## config.mk

```make
export PLATFORM = sky130hd
export DESIGN_NAME = lcg48_random_generator_flat
export DESIGN_NICKNAME = d
export VERILOG_FILES = /design/src/rtl/lcg48_pkg.sv /design/src/rtl/lcg48_req_if.sv /design/src/rtl/lcg48_rsp_if.sv /design/src/rtl/lcg48_alu.sv /design/src/rtl/lcg48_random_generator.sv /design/src/flat_wrapper.sv
export SDC_FILE = /design/constraint.sdc
export NUM_CORES = 2
export LEC_CHECK = 0
export BUFFER_PORTS_ARGS = -buffer_cell sky130_fd_sc_hd__buf_2
export CELL_PAD_IN_SITES_DETAIL_PLACEMENT = 1
export CELL_PAD_IN_SITES_GLOBAL_PLACEMENT = 1
export CORE_MARGIN = 5
export CORE_UTILIZATION = 44
export CTS_CLUSTER_SIZE = 20
export DETAILED_ROUTE_END_ITERATION = 8
export PLACE_DENSITY_LB_ADDON = 0.1
export SLEW_MARGIN = 20
export SYNTH_ARGS = -nofsm -noshare
export SYNTH_HDL_FRONTEND = slang
export SYNTH_SLANG_ARGS = --single-unit
```

## constraint.sdc

```tcl
create_clock -name clk -period 15.56 [get_ports clk]
set_input_delay 3.112 -clock clk [delete_from_list [all_inputs] [get_ports clk]]
set_output_delay 3.112 -clock clk [all_outputs]
set_load 0.02 [all_outputs]
```

## src/rtl/lcg48_pkg.sv

```systemverilog
`timescale 1ns / 1ps
// ----------------------------------------------------------------------------
// lcg48_pkg
// Shared types and constants of the 48-bit linear congruential generator.
// ----------------------------------------------------------------------------
package lcg48_pkg;

	// generator constants
	localparam int unsigned LCG_BITS  = 48;
	localparam int unsigned DRAW_BITS = 31;
	localparam int unsigned MULT_BITS = 35;
	localparam logic [MULT_BITS-1:0] LCG_MULT = 35'h5_DEEC_E66D;
	localparam logic [LCG_BITS-1:0]  LCG_INC  = 48'hB;

	// payload widths
	localparam int unsigned CMD_W   = 2;
	localparam int unsigned SEED_W  = 64;
	localparam int unsigned BITS_W  = 6;
	localparam int unsigned BOUND_W = 32;
	localparam int unsigned VALUE_W = 32;

	// shared unit operand widths
	localparam int unsigned ACC_W   = 64;
	localparam int unsigned CHUNK_W = 16;
	localparam int unsigned REM_W   = DRAW_BITS;

	// command codes
	typedef enum logic [CMD_W-1:0] {
		CMD_RESEED  = 2'd0,
		CMD_RAW     = 2'd1,
		CMD_BOUNDED = 2'd2
	} cmd_t;

	// shared unit operations
	typedef enum logic {
		ALU_MAC = 1'b0,
		ALU_DIV = 1'b1
	} alu_op_t;

	// draw modes
	typedef enum logic [1:0] {
		MODE_RAW  = 2'd0,
		MODE_POW2 = 2'd1,
		MODE_MOD  = 2'd2
	} mode_t;

	// sequencer states
	typedef enum logic [2:0] {
		ST_IDLE     = 3'd0,
		ST_ADV      = 3'd1,
		ST_DISPATCH = 3'd2,
		ST_SCALE    = 3'd3,
		ST_DIV      = 3'd4,
		ST_CHECK    = 3'd5,
		ST_OUT      = 3'd6
	} state_t;

	// request to the shared unit
	typedef struct packed {
		alu_op_t              op;
		logic [ACC_W-1:0]     acc;
		logic [CHUNK_W-1:0]   mul_a;
		logic [MULT_BITS-1:0] mul_b;
		logic [1:0]           sel;
		logic [REM_W-1:0]     rem;
		logic                 div_bit;
		logic [REM_W-1:0]     divisor;
	} alu_req_t;

	// response of the shared unit
	typedef struct packed {
		logic [ACC_W-1:0] acc;
		logic [REM_W-1:0] rem;
	} alu_rsp_t;

endpackage

```

## src/rtl/lcg48_req_if.sv

```systemverilog
`timescale 1ns / 1ps
// ----------------------------------------------------------------------------
// lcg48_req_if
// Command channel: valid, ready and one command item.
// ----------------------------------------------------------------------------
interface lcg48_req_if import lcg48_pkg::*; ();
	logic                      valid;
	logic                      ready;
	logic [CMD_W-1:0]          command;
	logic signed [SEED_W-1:0]  seed_value;
	logic [BITS_W-1:0]         bit_count;
	logic signed [BOUND_W-1:0] upper_bound;

	modport source (output valid, command, seed_value, bit_count, upper_bound, input ready);
	modport sink (input valid, command, seed_value, bit_count, upper_bound, output ready);
endinterface

```

## src/rtl/lcg48_rsp_if.sv

```systemverilog
`timescale 1ns / 1ps
// ----------------------------------------------------------------------------
// lcg48_rsp_if
// Result channel: valid, ready and one drawn value.
// ----------------------------------------------------------------------------
interface lcg48_rsp_if import lcg48_pkg::*; ();
	logic                      valid;
	logic                      ready;
	logic signed [VALUE_W-1:0] random_value;

	modport source (output valid, random_value, input ready);
	modport sink (input valid, random_value, output ready);
endinterface

```

## src/rtl/lcg48_alu.sv

```systemverilog
`timescale 1ns / 1ps
// ----------------------------------------------------------------------------
// lcg48_alu
// Shared arithmetic unit: 16 x 35 multiply-accumulate with chunk shift, or
// one restoring division step.
// ----------------------------------------------------------------------------
module lcg48_alu import lcg48_pkg::*; (
	input  alu_req_t req,
	output alu_rsp_t rsp
);

	localparam int unsigned PROD_W = CHUNK_W + MULT_BITS;

	logic [PROD_W-1:0] prod;
	logic [ACC_W-1:0]  prod_ext;
	logic [ACC_W-1:0]  mac_acc;
	logic [REM_W:0]    trial;
	logic [REM_W:0]    diff;
	logic [REM_W-1:0]  div_rem;

	// multiply one chunk and add it at its place
	assign prod     = req.mul_a * req.mul_b;
	assign prod_ext = {{(ACC_W-PROD_W){1'b0}}, prod} << {req.sel, 4'b0000};
	assign mac_acc  = req.acc + prod_ext;

	// shift in one dividend bit, subtract when the divisor fits
	assign trial   = {req.rem, req.div_bit};
	assign diff    = trial - {1'b0, req.divisor};
	assign div_rem = (trial >= {1'b0, req.divisor}) ? diff[REM_W-1:0] : trial[REM_W-1:0];

	// select by operation
	always_comb begin
		rsp.acc = req.acc;
		rsp.rem = req.rem;
		case (req.op)
			ALU_MAC: rsp.acc = mac_acc;
			ALU_DIV: rsp.rem = div_rem;
			default: rsp.acc = req.acc;
		endcase
	end

endmodule

```

## src/rtl/lcg48_random_generator.sv

```systemverilog
`timescale 1ns / 1ps
// ----------------------------------------------------------------------------
// lcg48_random_generator
// 48-bit linear congruential generator with raw and bounded draws.
// ----------------------------------------------------------------------------
// One command item is taken at a time; ready is low while it is worked on.
// A reseed gives no result. Each advance of the state runs three
// multiply-accumulate passes of the shared 16 x 35 unit over the state.
// A raw draw takes the top bits of the new state; a bounded draw with a
// power-of-two bound scales the draw in the same unit, and a bounded draw with
// any other bound runs an advance, 31 restoring division steps in the same
// unit and one rejection check, and advances again for each rejected draw.
// A bound of zero or less answers 0. The result sits in an output register
// until taken; the next command is accepted once that result has been loaded.
// ----------------------------------------------------------------------------
module lcg48_random_generator import lcg48_pkg::*; (
	input  logic         clk,
	input  logic         arst_n,
	lcg48_req_if.sink    req,
	lcg48_rsp_if.source  rsp
);

	localparam logic [LCG_BITS-1:0] MULT48 = {{(LCG_BITS-MULT_BITS){1'b0}}, LCG_MULT};
	localparam logic [4:0] DIV_LAST = 5'(DRAW_BITS - 1);

	state_t               state_q, state_d;
	mode_t                mode_q;
	logic [LCG_BITS-1:0]  lcg_q;
	logic [ACC_W-1:0]     acc_q;
	logic [REM_W-1:0]     rem_q;
	logic [REM_W-1:0]     bound_q;
	logic [BITS_W-1:0]    bits_q;
	logic [4:0]           cnt_q;
	logic [VALUE_W-1:0]   result_q;
	logic                 out_valid_q;
	logic [VALUE_W-1:0]   out_data_q;

	alu_req_t             alu_req;
	alu_rsp_t             alu_rsp;
	logic                 accept;
	logic                 bound_nonpos;
	logic                 bound_pow2;
	logic [BOUND_W-1:0]   bound_dec;
	logic [DRAW_BITS-1:0] draw31;
	logic [BOUND_W-1:0]   bound32;
	logic [BITS_W-1:0]    bits_sat;
	logic [BITS_W-1:0]    shamt;
	logic [VALUE_W-1:0]   raw_value;
	logic [32:0]          bucket_top;
	logic                 reject;
	logic                 slot_free;

	lcg48_alu u_alu (
		.req (alu_req),
		.rsp (alu_rsp)
	);

	// handshake and command decode
	assign req.ready    = (state_q == ST_IDLE);
	assign accept       = req.valid && req.ready;
	assign bound_dec    = req.upper_bound - BOUND_W'(1);
	assign bound_nonpos = req.upper_bound[BOUND_W-1] || (req.upper_bound == '0);
	assign bound_pow2   = ((req.upper_bound & bound_dec) == '0);

	// current draw and raw top bits
	assign draw31    = lcg_q[LCG_BITS-1 -: DRAW_BITS];
	assign bound32   = {1'b0, bound_q};
	assign bits_sat  = (bits_q > BITS_W'(VALUE_W)) ? BITS_W'(VALUE_W) : bits_q;
	assign shamt     = BITS_W'(VALUE_W) - bits_sat;
	assign raw_value = (bits_q == '0) ? '0 : (lcg_q[LCG_BITS-1 -: VALUE_W] >> shamt);

	// rejection of draws whose bucket overflows
	assign bucket_top = {2'b00, draw31} - {2'b00, rem_q} + {2'b00, bound_q} - 33'd1;
	assign reject     = (bucket_top > 33'h0_7FFF_FFFF);

	assign slot_free = !out_valid_q || rsp.ready;

	// state register
	always_ff @(posedge clk or negedge arst_n) begin
		if (!arst_n) begin
			state_q <= ST_IDLE;
		end else begin
			state_q <= state_d;
		end
	end

	// next state and shared unit control
	always_comb begin
		state_d         = state_q;
		alu_req.op      = ALU_MAC;
		alu_req.acc     = acc_q;
		alu_req.mul_a   = '0;
		alu_req.mul_b   = '0;
		alu_req.sel     = cnt_q[1:0];
		alu_req.rem     = rem_q;
		alu_req.div_bit = 1'b0;
		alu_req.divisor = bound_q;
		case (state_q)
			ST_IDLE: begin
				if (accept) begin
					case (cmd_t'(req.command))
						CMD_RAW:     state_d = ST_ADV;
						CMD_BOUNDED: state_d = bound_nonpos ? ST_OUT : ST_ADV;
						default:     state_d = ST_IDLE;
					endcase
				end
			end
			ST_ADV: begin
				alu_req.acc   = (cnt_q == '0) ? {{(ACC_W-LCG_BITS){1'b0}}, LCG_INC} : acc_q;
				alu_req.mul_a = lcg_q[{cnt_q[1:0], 4'b0000} +: CHUNK_W];
				alu_req.mul_b = LCG_MULT;
				if (cnt_q == 5'd2) begin
					state_d = ST_DISPATCH;
				end
			end
			ST_DISPATCH: begin
				case (mode_q)
					MODE_RAW:  state_d = ST_OUT;
					MODE_POW2: state_d = ST_SCALE;
					default:   state_d = ST_DIV;
				endcase
			end
			ST_SCALE: begin
				alu_req.acc   = (cnt_q == '0) ? '0 : acc_q;
				alu_req.mul_a = bound32[{cnt_q[0], 4'b0000} +: CHUNK_W];
				alu_req.mul_b = {{(MULT_BITS-DRAW_BITS){1'b0}}, draw31};
				if (cnt_q == 5'd1) begin
					state_d = ST_OUT;
				end
			end
			ST_DIV: begin
				alu_req.op      = ALU_DIV;
				alu_req.div_bit = draw31[cnt_q];
				if (cnt_q == '0) begin
					state_d = ST_CHECK;
				end
			end
			ST_CHECK: begin
				state_d = reject ? ST_ADV : ST_OUT;
			end
			ST_OUT: begin
				if (slot_free) begin
					state_d = ST_IDLE;
				end
			end
			default: state_d = ST_IDLE;
		endcase
	end

	// generator state
	always_ff @(posedge clk or negedge arst_n) begin
		if (!arst_n) begin
			lcg_q <= MULT48;
		end else if (accept && (cmd_t'(req.command) == CMD_RESEED)) begin
			lcg_q <= req.seed_value[LCG_BITS-1:0] ^ MULT48;
		end else if ((state_q == ST_ADV) && (cnt_q == 5'd2)) begin
			lcg_q <= alu_rsp.acc[LCG_BITS-1:0];
		end
	end

	// step counter
	always_ff @(posedge clk or negedge arst_n) begin
		if (!arst_n) begin
			cnt_q <= '0;
		end else begin
			case (state_q)
				ST_IDLE:     cnt_q <= '0;
				ST_ADV:      cnt_q <= (cnt_q == 5'd2) ? '0 : cnt_q + 5'd1;
				ST_DISPATCH: cnt_q <= (mode_q == MODE_MOD) ? DIV_LAST : '0;
				ST_SCALE:    cnt_q <= cnt_q + 5'd1;
				ST_DIV:      cnt_q <= cnt_q - 5'd1;
				ST_CHECK:    cnt_q <= '0;
				default:     cnt_q <= '0;
			endcase
		end
	end

	// draw mode
	always_ff @(posedge clk or negedge arst_n) begin
		if (!arst_n) begin
			mode_q <= MODE_RAW;
		end else if (accept) begin
			if (cmd_t'(req.command) == CMD_BOUNDED) begin
				mode_q <= bound_pow2 ? MODE_POW2 : MODE_MOD;
			end else begin
				mode_q <= MODE_RAW;
			end
		end
	end

	// working registers
	always_ff @(posedge clk) begin
		case (state_q)
			ST_IDLE: begin
				if (accept) begin
					bits_q   <= req.bit_count;
					bound_q  <= req.upper_bound[REM_W-1:0];
					result_q <= '0;
				end
			end
			ST_ADV: begin
				acc_q <= alu_rsp.acc;
			end
			ST_DISPATCH: begin
				rem_q <= '0;
				if (mode_q == MODE_RAW) begin
					result_q <= raw_value;
				end
			end
			ST_SCALE: begin
				acc_q <= alu_rsp.acc;
				if (cnt_q == 5'd1) begin
					result_q <= alu_rsp.acc[62:31];
				end
			end
			ST_DIV: begin
				rem_q <= alu_rsp.rem;
			end
			ST_CHECK: begin
				if (!reject) begin
					result_q <= {1'b0, rem_q};
				end
			end
			default: begin
				acc_q <= acc_q;
			end
		endcase
	end

	// output register
	always_ff @(posedge clk or negedge arst_n) begin
		if (!arst_n) begin
			out_valid_q <= 1'b0;
		end else if ((state_q == ST_OUT) && slot_free) begin
			out_valid_q <= 1'b1;
		end else if (rsp.ready) begin
			out_valid_q <= 1'b0;
		end
	end

	always_ff @(posedge clk) begin
		if ((state_q == ST_OUT) && slot_free) begin
			out_data_q <= result_q;
		end
	end

	assign rsp.valid        = out_valid_q;
	assign rsp.random_value = out_data_q;

endmodule
```

## src/flat_wrapper.sv

```systemverilog
// flat-port wrapper written by rule: the top's interface ports become plain ports
module lcg48_random_generator_flat import lcg48_pkg::*;
  (clk, arst_n, req_valid, req_command, req_seed_value, req_bit_count, req_upper_bound, req_ready, rsp_valid, rsp_random_value, rsp_ready);
  lcg48_req_if req_i ();
  lcg48_rsp_if rsp_i ();
  input  logic clk;
  input  logic arst_n;
  input wire logic [$bits(req_i.valid)-1:0] req_valid;
  input wire logic [$bits(req_i.command)-1:0] req_command;
  input wire logic [$bits(req_i.seed_value)-1:0] req_seed_value;
  input wire logic [$bits(req_i.bit_count)-1:0] req_bit_count;
  input wire logic [$bits(req_i.upper_bound)-1:0] req_upper_bound;
  output wire logic [$bits(req_i.ready)-1:0] req_ready;
  output wire logic [$bits(rsp_i.valid)-1:0] rsp_valid;
  output wire logic [$bits(rsp_i.random_value)-1:0] rsp_random_value;
  input wire logic [$bits(rsp_i.ready)-1:0] rsp_ready;
  assign req_i.valid = req_valid;
  assign req_i.command = req_command;
  assign req_i.seed_value = req_seed_value;
  assign req_i.bit_count = req_bit_count;
  assign req_i.upper_bound = req_upper_bound;
  assign req_ready = req_i.ready;
  assign rsp_valid = rsp_i.valid;
  assign rsp_random_value = rsp_i.random_value;
  assign rsp_i.ready = rsp_ready;
  lcg48_random_generator u_core (.clk(clk), .arst_n(arst_n), .req(req_i), .rsp(rsp_i));
endmodule
```

==> results_dict.tcl <==
set metrics [dict create \
    worstPathArrival_ns 14.19 \
    initialDrtViolationCount 2652 \
    insertion_delay_ns 0.59 \
    ant_nets 0 \
    setup_viol 0 \
    synth_warnings 0 \
    path_buf_inv 5 \
    synth_top_area_share_pct 23.0 \
    rsz0062_at_grt "no" \
    cts_root_buf "clkbuf_16" \
    worstHoldStart "u_core.result_q[14]" \
    drv_cap 0 \
    ir_drop_v 0.000199 \
    grt_max_degree 68 \
    synth_edf_count 195 \
    fill_cells 10600 \
    crit_family "compound AO/OA/AOI/OAI gates" \
    cts_resized 0 \
    power_density_nw_per_um2 232 \
    clockBufferDepth 3 \
    vias 34700 \
    syn_area_sq_um 39100 \
    fmax_ghz 0.0721 \
    avgSynthCellArea_sq_um 8.53 \
    syn_inst 4585 \
    globalplace.congestion 0.950 \
    finalNetCount 5508 \
    layout_setup_ws_ns 1.69 \
    cts_tree "built" \
    core_area_sq_um 88400 \
    postCtsHoldBufs 0 \
    die_w_um 308 \
    worstMarginPinSlew_ns 1.15 \
    overflow 0 \
    slew_headroom_pct 22.7 \
    wirelength_um 156000 \
    wl_per_cell_um 26.8 \
    worst_path_max_delay_cell "o41ai_1" \
    drive_above_1_share_pct 8.30 \
    port_buffers 125 \
    fp.dieArea_sq_um 95000 \
    routed_via_density 5.97 \
    grt_usage_pct 32.4 \
    syn_nets 5465 \
    drc 0 \
    fin_setup_tns_ns 0 \
    final.setup_skew_ns 0.0215 \
    synth_seq_cells 254 \
    start_util_pct 44.3 \
    holdCritPathClass "flop to flop" \
    power_leakage_nw 19.3 \
    period_needed_ns 13.87 \
    dr.pass1.iters 5 \
    synth_top_area_cell "fa_1" \
    num_rows 109 \
    cts.sinks 254 \
    cts_setup_buffers 0 \
    endpoint_kind "flop" \
    r2r-start "u_core.cnt_q[1]" \
    critPathMaxStageDelay_ns 0.92 \
    finalHoldViolations 0 \
    worstSetupStartpointType "flop" \
    cts_buffers 26 \
    ys_seq_area_share_pct 18.8 \
    hpwl_um 125000 \
    criticalPathCategory "flop to flop" \
    area_delta_synth_final_pct 8.01 \
    period_share_pct 89.2 \
    grt_pass1_wl_um 233000 \
    synth_flop_cell "edfxtp_1" \
    status "complete, no violations" \
    die_h_um 308 \
    cp_common_cell "fa_1" \
    htree_levels 1 \
    dpl_worst_slack_ns 2.05 \
    io_pins 142 \
    grt_pass1_vias 36500 \
    cp_max_fo 37 \
    ys_top_cells_by_area "fa_1, edfxtp_1, ha_1" \
    finalMaxSlewViolations 0 \
    critPathRequiredTime_ns 15.88 \
    crit_start "u_core.cnt_q[1]" \
    antenna_found_initial 8 \
    async_reset_ff_share_pct 23.2 \
    path_clk_slew_ns 0.07 \
    synth_cell_type_count 84 \
]
registers in the layout, indices dropped and copies added, names as in the netlist:
signal,cells
u_core.acc_q,63
u_core.lcg_q,48
u_core.result_q,32
u_core.rsp.random_value,32
u_core.bound_q,31
u_core.rem_q,31
u_core.bits_q,6
u_core.cnt_q,5
u_core.state_q,3
u_core.mode_q,2
u_core.rsp.valid,1
cell usage after synthesis (37+ instances only):
cell,count
a21o_1,97
a21oi_1,245
a22oi_1,39
and2_1,145
clkbuf_1,189
edfxtp_1,195
fa_1,449
ha_1,323
inv_1,655
mux2i_1,104
nand2_1,602
nand3_1,72
nor2_1,410
nor3_1,49
o21ai_0,232
o31ai_1,37
xnor2_1,84
xor2_1,72
path summary, 6_finish.rpt:
path / end / slack, ns / cells after the start
max: u_core.result_q[31] / 1.69 / 37
min: u_core.rsp.random_value[14] / 0.43 / 0
max reg2reg: u_core.result_q[31] / 1.69 / 37
min reg2reg: u_core.rsp.random_value[14] / 0.43 / 0
max in group asynchronous: u_core.cnt_q[0] / 12.11 / 2
min in group asynchronous: u_core.lcg_q[12] / 2.70 / 2
cell families after synthesis:
| logic type | share of synthesized area (%) |
|---|---|
| multiplexers | 3.73 |
| flip-flops | 18.8 |
| adder cells (fa/ha/maj) | 33.4 |
| AO/OA/AOI/OAI | 16.0 |
| XOR/XNOR | 3.49 |
| AND/OR/NAND/NOR | 16.2 |
| buffers and inverters | 8.38 |
layout make-up:
cell class	count	area, sq um	area share [%]
Antenna cell	2	5.00	0.0118
Clock buffer	31	699	1.66
Clock inverter	17	174	0.412
Inverter	657	2470	5.84
Multi-Input combinational cell	3459	28700	67.8
Sequential cell	254	7370	17.4
Tap cell	1165	1460	3.45
Timing Repair Buffer	230	1430	3.38
worst reg2reg max path, delay by kind of cell, from the launching register on:
| kind | cells | cell delay, ns |
|---|---|---|
| AOI/OAI and AO/OA | 15 | 5.47 |
| xor gates and xnor gates | 3 | 0.92 |
| adders and majority gates | 8 | 3.83 |
| buffers and inverters | 5 | 1.16 |
| DFF | 1 | 0.71 |
| and+or+nand+nor | 6 | 1.50 |
power by group:
| part | leakage, nW | internal, mW | switching, mW | total, mW |
|---|---|---|---|---|
| Sequential | 2.54 | 1.22 | 0.414 | 1.63 |
| Combinational | 16.4 | 2.55 | 4.95 | 7.50 |
| Clock | 0.419 | 0.359 | 0.309 | 0.668 |
placed cells by master, fill, tap and decap left out, types with 12 or more instances in the layout:
cell       instances
clkbuf_16         26
o31ai_1           37
mux2i_1          104
a21boi_0          12
fa_1             449
nor2_1           404
mux2_2            17
a221oi_1          12
a21oi_1          242
xor2_1            72
o211ai_1          14
o21bai_1          25
or3_1             12
nand2b_1          25
buf_4            104
nand4_1           36
a221o_1           30
ha_1             323
nor2b_1           17
and3_1            17
o21a_1            35
and2_1           145
a21o_1            97
o22ai_1           14
a211oi_1          26
o221ai_1          16
dfstp_2           23
xnor2_1           83
nor3_1            47
buf_2            125
a31oi_1           26
nand3_1           70
dfrtp_1           34
nand2_1          600
edfxtp_1         195
inv_1            654
a22oi_1           39
o21ai_0          228
through the flow:
| step | hold WS, ns | area [sq um] | util, % | total power, mW | instances |
|---|---|---|---|---|---|
| detailed placement | 0.406 | 41400 | 46.8 | 9.01 | 5765 |
| floorplan | 0.400 | 39100 | - | 6.21 | 4585 |
| global route | 0.430 | 42200 | 47.8 | 10.5 | 5813 |
| global placement | 0.402 | 41400 | 46.8 | 8.88 | 5765 |
| CTS | 0.423 | 42200 | 47.8 | 9.74 | 5813 |
| finish | 0.426 | 42300 | 47.8 | 9.80 | 5815 |
routing by layer:
layer  wire length, um  vias to the layer above  track usage (%)
li1                  -                    15400                -
met1             64300                    17700             42.5
met2             73000                     1237             54.3
met3             11100                      306             5.71
met4              7300                        6             11.8
met5                36                        -                0
No activity file was read; power rests on OpenSTA's default activity.
